## config.mk

```make
export PLATFORM = sky130hd
export DESIGN_NAME = psvm_ctrl
export DESIGN_NICKNAME = d
export VERILOG_FILES = /design/src/polyphonic_sine_voice_mixer_macros.svh /design/src/psvm_pkg.sv /design/src/psvm_ctrl.sv
export SDC_FILE = /design/constraint.sdc
export NUM_CORES = 1
export LEC_CHECK = 0
export BUFFER_PORTS_ARGS = -buffer_cell sky130_fd_sc_hd__buf_4
export CORE_AREA = 2 2 41 43
export DETAILED_ROUTE_END_ITERATION = 12
export DIE_AREA = 0 0 43 45
export GPL_TIMING_DRIVEN = 1
export PLACE_DENSITY = 0.58
export SLEW_MARGIN = 20
export SYNTH_ARGS = -nofsm -noshare
export SYNTH_HDL_FRONTEND = slang
export SYNTH_SLANG_ARGS = --single-unit
```

## constraint.sdc

```tcl
create_clock -name clk_i -period 1.45 [get_ports clk_i]
set_input_delay 0.145 -clock clk_i [delete_from_list [all_inputs] [get_ports clk_i]]
set_output_delay 0.145 -clock clk_i [all_outputs]
set_load 0.02 [all_outputs]
```

## src/polyphonic_sine_voice_mixer_macros.svh

```systemverilog
// ----------------------------------------------------------------------------
// polyphonic_sine_voice_mixer_macros.svh
// Assertion macros shared by the voice mixer RTL.
// ----------------------------------------------------------------------------
`ifndef POLYPHONIC_SINE_VOICE_MIXER_MACROS_SVH
`define POLYPHONIC_SINE_VOICE_MIXER_MACROS_SVH

// clocked property with asynchronous active-low reset disable
`define PSVM_ASSERT(lbl, clk, rst_n, prop, msg) \
  lbl: assert property (@(posedge clk) disable iff (!rst_n) (prop)) else $error(msg);

// implication form: when ante holds, cons holds in the same cycle
`define PSVM_ASSERT_IMP(lbl, clk, rst_n, ante, cons, msg) \
  lbl: assert property (@(posedge clk) disable iff (!rst_n) (ante) |-> (cons)) else $error(msg);

// next-cycle form: when ante holds, cons holds in the next cycle
`define PSVM_ASSERT_NXT(lbl, clk, rst_n, ante, cons, msg) \
  lbl: assert property (@(posedge clk) disable iff (!rst_n) (ante) |=> (cons)) else $error(msg);

`endif

```

## src/psvm_pkg.sv

```systemverilog
// ----------------------------------------------------------------------------
// psvm_pkg
// Constants, tables, codes and control structs of the sine voice mixer.
// ----------------------------------------------------------------------------
package psvm_pkg;

  // sizes
  localparam int VOICE_COUNT_DFLT = 32;
  localparam int WHITE_KEY_COUNT  = 50;
  localparam int BLACK_KEY_COUNT  = 35;
  localparam int NOTE_COUNT       = 85;
  localparam int SAMPLE_RATE_HZ   = 44100;
  localparam int SINE_TABLE_DEPTH = 1024;

  // sine table geometry (quarter wave plus the end point)
  localparam int SINE_AW = $clog2(SINE_TABLE_DEPTH);
  localparam int SINE_Q  = SINE_TABLE_DEPTH / 4;
  localparam int SINE_QB = $clog2(SINE_Q);
  localparam int SINE_SH = 30 - SINE_QB;

  // datapath widths
  localparam int QUO_W  = 18;
  localparam int DEN_W  = 49;
  localparam int NUM_W  = 50;
  localparam int DSH_W  = DEN_W + QUO_W - 1;
  localparam int DCNT_W = $clog2(QUO_W);
  localparam int MIX_W  = 20;
  localparam int BUSY_W = 6;
  localparam int MIX_MAX = 524287;
  localparam int MIX_MIN = -524288;

  // operation codes
  localparam logic [1:0] OP_TICK     = 2'd0;
  localparam logic [1:0] OP_NOTE_ON  = 2'd1;
  localparam logic [1:0] OP_NOTE_OFF = 2'd2;

  // configuration register indexes
  localparam logic [1:0] CFG_MIX_GAIN     = 2'd0;
  localparam logic [1:0] CFG_ATTACK_STEP  = 2'd1;
  localparam logic [1:0] CFG_RELEASE_STEP = 2'd2;
  localparam logic [1:0] CFG_DECAY_RATE   = 2'd3;

  localparam logic [15:0] MIX_GAIN_RST     = 16'd16384;
  localparam logic [14:0] ATTACK_STEP_RST  = 15'd328;
  localparam logic [14:0] RELEASE_STEP_RST = 15'd360;
  localparam logic [23:0] DECAY_RATE_RST   = 24'd343597;

  localparam longint Q30_ONE = 64'sd1073741824;

  typedef logic [31:0] step_tab_t [NOTE_COUNT];
  typedef logic [6:0]  wmap_t [WHITE_KEY_COUNT];
  typedef logic [6:0]  bmap_t [BLACK_KEY_COUNT];
  typedef logic [14:0] qsin_t [SINE_Q + 1];

  // controller to datapath
  typedef struct packed {
    logic latch;
    logic clr;
    logic scan;
    logic vsel;
    logic mul1;
    logic mul2;
    logic div_init;
    logic div_step;
    logic acc;
    logic out_load;
  } psvm_cmd_t;

  // datapath to controller
  typedef struct packed {
    logic [1:0] op;
    logic       key_ok;
    logic       cur_active;
    logic       cur_freed;
    logic       scan_done;
    logic       idx_last;
    logic       div_last;
    logic       out_busy;
  } psvm_status_t;

  function automatic logic key_is_sharp(int pos);
    return pos inside {1, 3, 6, 8, 10};
  endfunction

  function automatic longint unsigned semitone_q16(int k);
    longint unsigned r;
    case (k)
      0:  r = 65536;
      1:  r = 69433;
      2:  r = 73562;
      3:  r = 77936;
      4:  r = 82570;
      5:  r = 87480;
      6:  r = 92682;
      7:  r = 98193;
      8:  r = 104032;
      9:  r = 110218;
      10: r = 116772;
      default: r = 123715;
    endcase
    return r;
  endfunction

  // phase step per note, MIDI 24 and up
  function automatic step_tab_t build_steps();
    step_tab_t t;
    longint unsigned a16, prod;
    int m, k, oct, sh;
    a16 = (64'd440 << 48) / SAMPLE_RATE_HZ;
    for (int i = 0; i < NOTE_COUNT; i++) begin
      m    = i + 75;
      k    = m % 12;
      oct  = m / 12 - 10;
      sh   = 32 - oct;
      prod = a16 * semitone_q16(k);
      t[i] = 32'((prod + (64'd1 << (sh - 1))) >> sh);
    end
    return t;
  endfunction

  function automatic wmap_t build_white();
    wmap_t t;
    int fill;
    fill = 0;
    for (int i = 0; i < WHITE_KEY_COUNT; i++) t[i] = '0;
    for (int i = 0; i < NOTE_COUNT; i++) begin
      if (!key_is_sharp(i % 12) && fill < WHITE_KEY_COUNT) begin
        t[fill] = 7'(i);
        fill++;
      end
    end
    return t;
  endfunction

  function automatic bmap_t build_black();
    bmap_t t;
    int fill;
    fill = 0;
    for (int i = 0; i < BLACK_KEY_COUNT; i++) t[i] = '0;
    for (int i = 0; i < NOTE_COUNT; i++) begin
      if (key_is_sharp(i % 12) && fill < BLACK_KEY_COUNT) begin
        t[fill] = 7'(i);
        fill++;
      end
    end
    return t;
  endfunction

  function automatic int count_keys(logic blk, int limit);
    int fill;
    fill = 0;
    for (int i = 0; i < NOTE_COUNT; i++) begin
      if ((key_is_sharp(i % 12) == blk) && fill < limit) fill++;
    end
    return fill;
  endfunction

  // sin(pi/2 * z), z and result in Q30
  function automatic longint quarter_sine(longint z);
    longint z2, p;
    z2 = z * z / Q30_ONE;
    p  = 172270;
    p  = -5026996 + p * z2 / Q30_ONE;
    p  = 85569307 + p * z2 / Q30_ONE;
    p  = -693598668 + p * z2 / Q30_ONE;
    p  = 1686629713 + p * z2 / Q30_ONE;
    return p * z / Q30_ONE;
  endfunction

  function automatic qsin_t build_sine();
    qsin_t t;
    longint s;
    for (int k = 0; k <= SINE_Q; k++) begin
      s = quarter_sine(longint'(k) << SINE_SH);
      if (s < 0) s = 0;
      if (s > Q30_ONE) s = Q30_ONE;
      s = (s + 16384) / 32768;
      if (s > 32767) s = 32767;
      t[k] = 15'(s);
    end
    return t;
  endfunction

  localparam step_tab_t NOTE_STEP  = build_steps();
  localparam wmap_t     WHITE_MAP  = build_white();
  localparam bmap_t     BLACK_MAP  = build_black();
  localparam int        WHITE_FILL = count_keys(1'b0, WHITE_KEY_COUNT);
  localparam int        BLACK_FILL = count_keys(1'b1, BLACK_KEY_COUNT);
  localparam qsin_t     SINE_QTAB  = build_sine();

endpackage

```

## src/psvm_ctrl.sv

```systemverilog
// ----------------------------------------------------------------------------
// psvm_ctrl
// Sequencer: decodes a beat, walks the voices, drives the shared
// multiply and divide steps and hands the mixed sample to the output.
// ----------------------------------------------------------------------------
module psvm_ctrl (
  input  logic                   clk_i,
  input  logic                   rst_ni,
  input  logic                   in_valid_i,
  output logic                   in_ready_o,
  input  psvm_pkg::psvm_status_t status_i,
  output psvm_pkg::psvm_cmd_t    cmd_o
);
  import psvm_pkg::*;

  localparam logic [3:0] S_IDLE   = 4'd0;
  localparam logic [3:0] S_DECODE = 4'd1;
  localparam logic [3:0] S_SCAN   = 4'd2;
  localparam logic [3:0] S_VSEL   = 4'd3;
  localparam logic [3:0] S_MUL1   = 4'd4;
  localparam logic [3:0] S_MUL2   = 4'd5;
  localparam logic [3:0] S_DIVI   = 4'd6;
  localparam logic [3:0] S_DIV    = 4'd7;
  localparam logic [3:0] S_ACC    = 4'd8;
  localparam logic [3:0] S_OUT    = 4'd9;

  logic [3:0] state_q, state_d;

  assign in_ready_o = (state_q == S_IDLE);

  // next state and commands
  always_comb begin
    state_d = state_q;
    cmd_o   = '0;
    case (state_q)
      S_IDLE: begin
        if (in_valid_i) begin
          cmd_o.latch = 1'b1;
          state_d     = S_DECODE;
        end
      end
      S_DECODE: begin
        if (status_i.op == OP_TICK) begin
          cmd_o.clr = 1'b1;
          state_d   = S_VSEL;
        end else if ((status_i.op == OP_NOTE_ON || status_i.op == OP_NOTE_OFF)
                     && status_i.key_ok) begin
          cmd_o.clr = 1'b1;
          state_d   = S_SCAN;
        end else begin
          state_d = S_IDLE;
        end
      end
      S_SCAN: begin
        cmd_o.scan = 1'b1;
        if (status_i.scan_done) state_d = S_IDLE;
      end
      S_VSEL: begin
        cmd_o.vsel = 1'b1;
        if (status_i.cur_active && !status_i.cur_freed) begin
          state_d = S_MUL1;
        end else if (status_i.idx_last) begin
          state_d = S_OUT;
        end
      end
      S_MUL1: begin
        cmd_o.mul1 = 1'b1;
        state_d    = S_MUL2;
      end
      S_MUL2: begin
        cmd_o.mul2 = 1'b1;
        state_d    = S_DIVI;
      end
      S_DIVI: begin
        cmd_o.div_init = 1'b1;
        state_d        = S_DIV;
      end
      S_DIV: begin
        cmd_o.div_step = 1'b1;
        if (status_i.div_last) state_d = S_ACC;
      end
      S_ACC: begin
        cmd_o.acc = 1'b1;
        state_d   = status_i.idx_last ? S_OUT : S_VSEL;
      end
      S_OUT: begin
        if (!status_i.out_busy) begin
          cmd_o.out_load = 1'b1;
          state_d        = S_IDLE;
        end
      end
      default: state_d = S_IDLE;
    endcase
  end

  // state register
  always_ff @(posedge clk_i or negedge rst_ni) begin
    if (!rst_ni) begin
      state_q <= S_IDLE;
    end else begin
      state_q <= state_d;
    end
  end

endmodule

```

==> impl_metrics.env <==
export IMPL_routabilityCongestion=0.829
export IMPL_clk_path_buf_depth=2
export IMPL_p_clk_share_pct=8.5
export IMPL_drc=0
export IMPL_met1_usage_pct=18.9
export IMPL_cp_num_buf_inv=1
export IMPL_coreArea_um2=1470
export IMPL_hold_path_class="in -> reg"
export IMPL_multiInputGateArea_um2=389
export IMPL_synth_area_leaders="dfrtp_1 (23%), nor3_1 (9.3%), nor2_1 (7.8%)"
export IMPL_synthesis_instances=59
export IMPL_seq_area_frac_synth_pct=23.3
export IMPL_rsz0062_at_grt="yes"
export IMPL_first_pass_iters=4
export IMPL_diodes=0
export IMPL_switching_share_pct=43.6
export IMPL_drive_gt1_share_pct=65.0
export IMPL_syn_avg_cell_area_um2=7.30
export IMPL_ant_nets=0
export IMPL_cp_max_fo=5
export IMPL_die_w_um=43
export IMPL_top_regs="state_q x4"
export IMPL_met2_usage_pct=29.4
export IMPL_finalNetCount=114
export IMPL_std_cell_rows=14
export IMPL_grt_first_pass_wirelength_um=2350
export IMPL_finalHoldViolCount=0
export IMPL_yosysTopAreaCell="dfrtp_1"
export IMPL_ff_latch_area_um2=104
export IMPL_drtIter0Drc=11
export IMPL_critPathTopFamily="simple AND/OR/NAND/NOR gates"
export IMPL_gr_usage_met3_pct=1.60
export IMPL_synth_distinct_cells=24
export IMPL_cts_tree="built"
export IMPL_seqPwrFrac_pct=12.9
export IMPL_fin_ws_ps=-99.3
export IMPL_cts_sinks=4
export IMPL_grt_util_all_layers_pct=16.0
export IMPL_finalSetupViolations=10
export IMPL_grt_overflow=0
export IMPL_dp_slack_ps=16.6
export IMPL_fin_crit_sh_pct=107
export IMPL_insertion_delay_ps=240
export IMPL_relSlewSlack_pct=78.8
export IMPL_layout_commonest_cell="buf_4"
export IMPL_path_class="reg -> reg"
export IMPL_antenna_found_initial=0
export IMPL_violations="setup timing"
export IMPL_combinationalPowerShare_pct=78.6
export IMPL_required_ps=1620
export IMPL_tightest_slew_ps=314
export IMPL_power_per_cell_area_nw_per_um2=2000
export IMPL_crit_path_top_delay_cell="dfrtp_1"
export IMPL_worstPathArrival_ps=1720
export IMPL_dpl_hpwl_um=1040
export IMPL_root_buffer="clkbuf_4"
export IMPL_yosys_warnings=0
export IMPL_switchingPower_w=0.000802
export IMPL_p_int_w=0.00104
export IMPL_start_kind="flop"
export IMPL_synth_top_area_share_pct=23.3
export IMPL_grt_pass1_vias=580
export IMPL_die_h_um=45
export IMPL_largest_reg_flops=4
export IMPL_die_area_um2=1940
export IMPL_grt_max_degree=10
export IMPL_ir_drop_mv=1.22
export IMPL_viasPerCell=4.92
export IMPL_numCtsBuffers=3
export IMPL_max_stage_delay_ps=390
export IMPL_drv_slew=0
export IMPL_min_period_ps=1550
export IMPL_initial_core_util_pct=29.3
export IMPL_cap_violations=0
export IMPL_ios=23
export IMPL_path_cells="or2_4 > buf_4 > or3b_4 > o32ai_4 > o31a_1"
export IMPL_portBuffers=22
export IMPL_p_leak_nw=0.424
export IMPL_vias=571
export IMPL_area_delta_synth_final_pct=114
export IMPL_max_freq_ghz=0.645
export IMPL_routed_wl_um=1400
export IMPL_post_route_util_pct=62.6
export IMPL_syn_area_um2=430
export IMPL_routedWlPerCell_um=12.1
export IMPL_layout_common_cells="buf_4 (27), buf_6 (13), inv_1 (6)"
export IMPL_h_tree_depth=1
export IMPL_cts_reportedPaths_clkPinSlew_ps=50
export IMPL_status="finished with violations"
export IMPL_gr_max_usage_layer="met2"
export IMPL_ys_seq_elements=4
export IMPL_finalClockSkew_ps=11.2
export IMPL_regMostFlops="state_q"
export IMPL_synth_nets=72
export IMPL_end_kind="flop"
export IMPL_fillers=127
==> worst min-delay path: stages <==
cell and delay [ps]:
buf_4 130, nand2_1 50, a31oi_1 70
==> metal layers <==
| layer | up-vias | routed length [um] | part of all wire, % |
|---|---|---|---|
| li1 | 287 | - | - |
| met1 | 269 | 592 | 42 |
| met2 | 15 | 747 | 53 |
| met3 | 0 | 61 | 4.4 |
| met4 | 0 | 0 | 0 |
| met5 | - | 0 | 0 |
==> path summary, 6_finish.rpt <==
kind                                    to  slack (ps)   startpoint  cells after the start
worst max-delay path            state_q[0]        -100   state_q[2]                      5
worst min-delay path            state_q[3]         200  status_i[2]                      3
worst max register to register  state_q[0]        -100   state_q[2]                      5
worst min register to register  state_q[2]         720   state_q[3]                      3
max in group asynchronous       state_q[0]        1090       rst_ni                      2
min in group asynchronous       state_q[1]         230       rst_ni                      2
==> power groups by stage <==
stage | Combinational (W) | Clock (W) | Sequential (W)
after floorplan | 0.000662 | 0 | 0.000209
after CTS | 0.00130 | 0.000158 | 0.000232
after global routing | 0.00154 | 0.000168 | 0.000245
after detailed placement | 0.00107 | 0 | 0.000224
final | 0.00144 | 0.000157 | 0.000237
after global placement | 0.00106 | 0 | 0.000229
==> cell usage after synthesis <==
cell type / instances
o31a_1: 1
a211o_1: 1
dfrtp_1: 4
nor2_1: 9
or2b_1: 1
a21oi_1: 4
nand2b_1: 4
or2_1: 1
nor3_1: 8
o32a_2: 1
or3b_4: 1
a31oi_1: 3
buf_6: 2
nand3_1: 1
mux2i_1: 1
or2_2: 1
a21bo_2: 1
ha_1: 1
o311ai_0: 1
nand2_1: 3
clkbuf_1: 2
inv_1: 6
and2_1: 1
o32ai_2: 1
==> metrics by stage <==
step / setup TNS, ps / power, W / instances / hold slack, ps / instance area, um^2
final: -555 / 0.00184 / 116 / 195 / 921
after global routing: -1160 / 0.00196 / 116 / 205 / 921
after floorplan: -198 / 0.000872 / 59 / -151 / 459
after CTS: -609 / 0.00169 / 115 / 195 / 860
after global placement: 0 / 0.00129 / 106 / -56.3 / 712
after detailed placement: 0 / 0.00129 / 106 / -55.1 / 712
==> final cells by class <==
type	count	share of cell area, %
Multi-Input combinational cell	45	42.3
Timing Repair Buffer	41	39.0
Clock buffer	4	2.85
Sequential cell	4	11.3
Inverter	6	2.45
Tap cell	16	2.17
==> logic make-up after synthesis <==
group	after synthesis	share of synthesized area [%]
buffers and inverters	10	12.2
and+or+nand+nor	30	35.5
muxes	1	2.33
AOI/OAI and AO/OA	13	23.8
adders and majority gates	1	2.91
DFF	4	23.3
==> timing repair <==
action                                  4_1_cts  5_1_grt
hold buffers                                  1        0
buffers inserted                              4        1
endpoints found under the setup margin       12       14
resized for setup                            21       14
endpoints found under the hold margin         4        0
pin swaps                                     7        4
No activity file was read; power rests on OpenSTA's default activity.
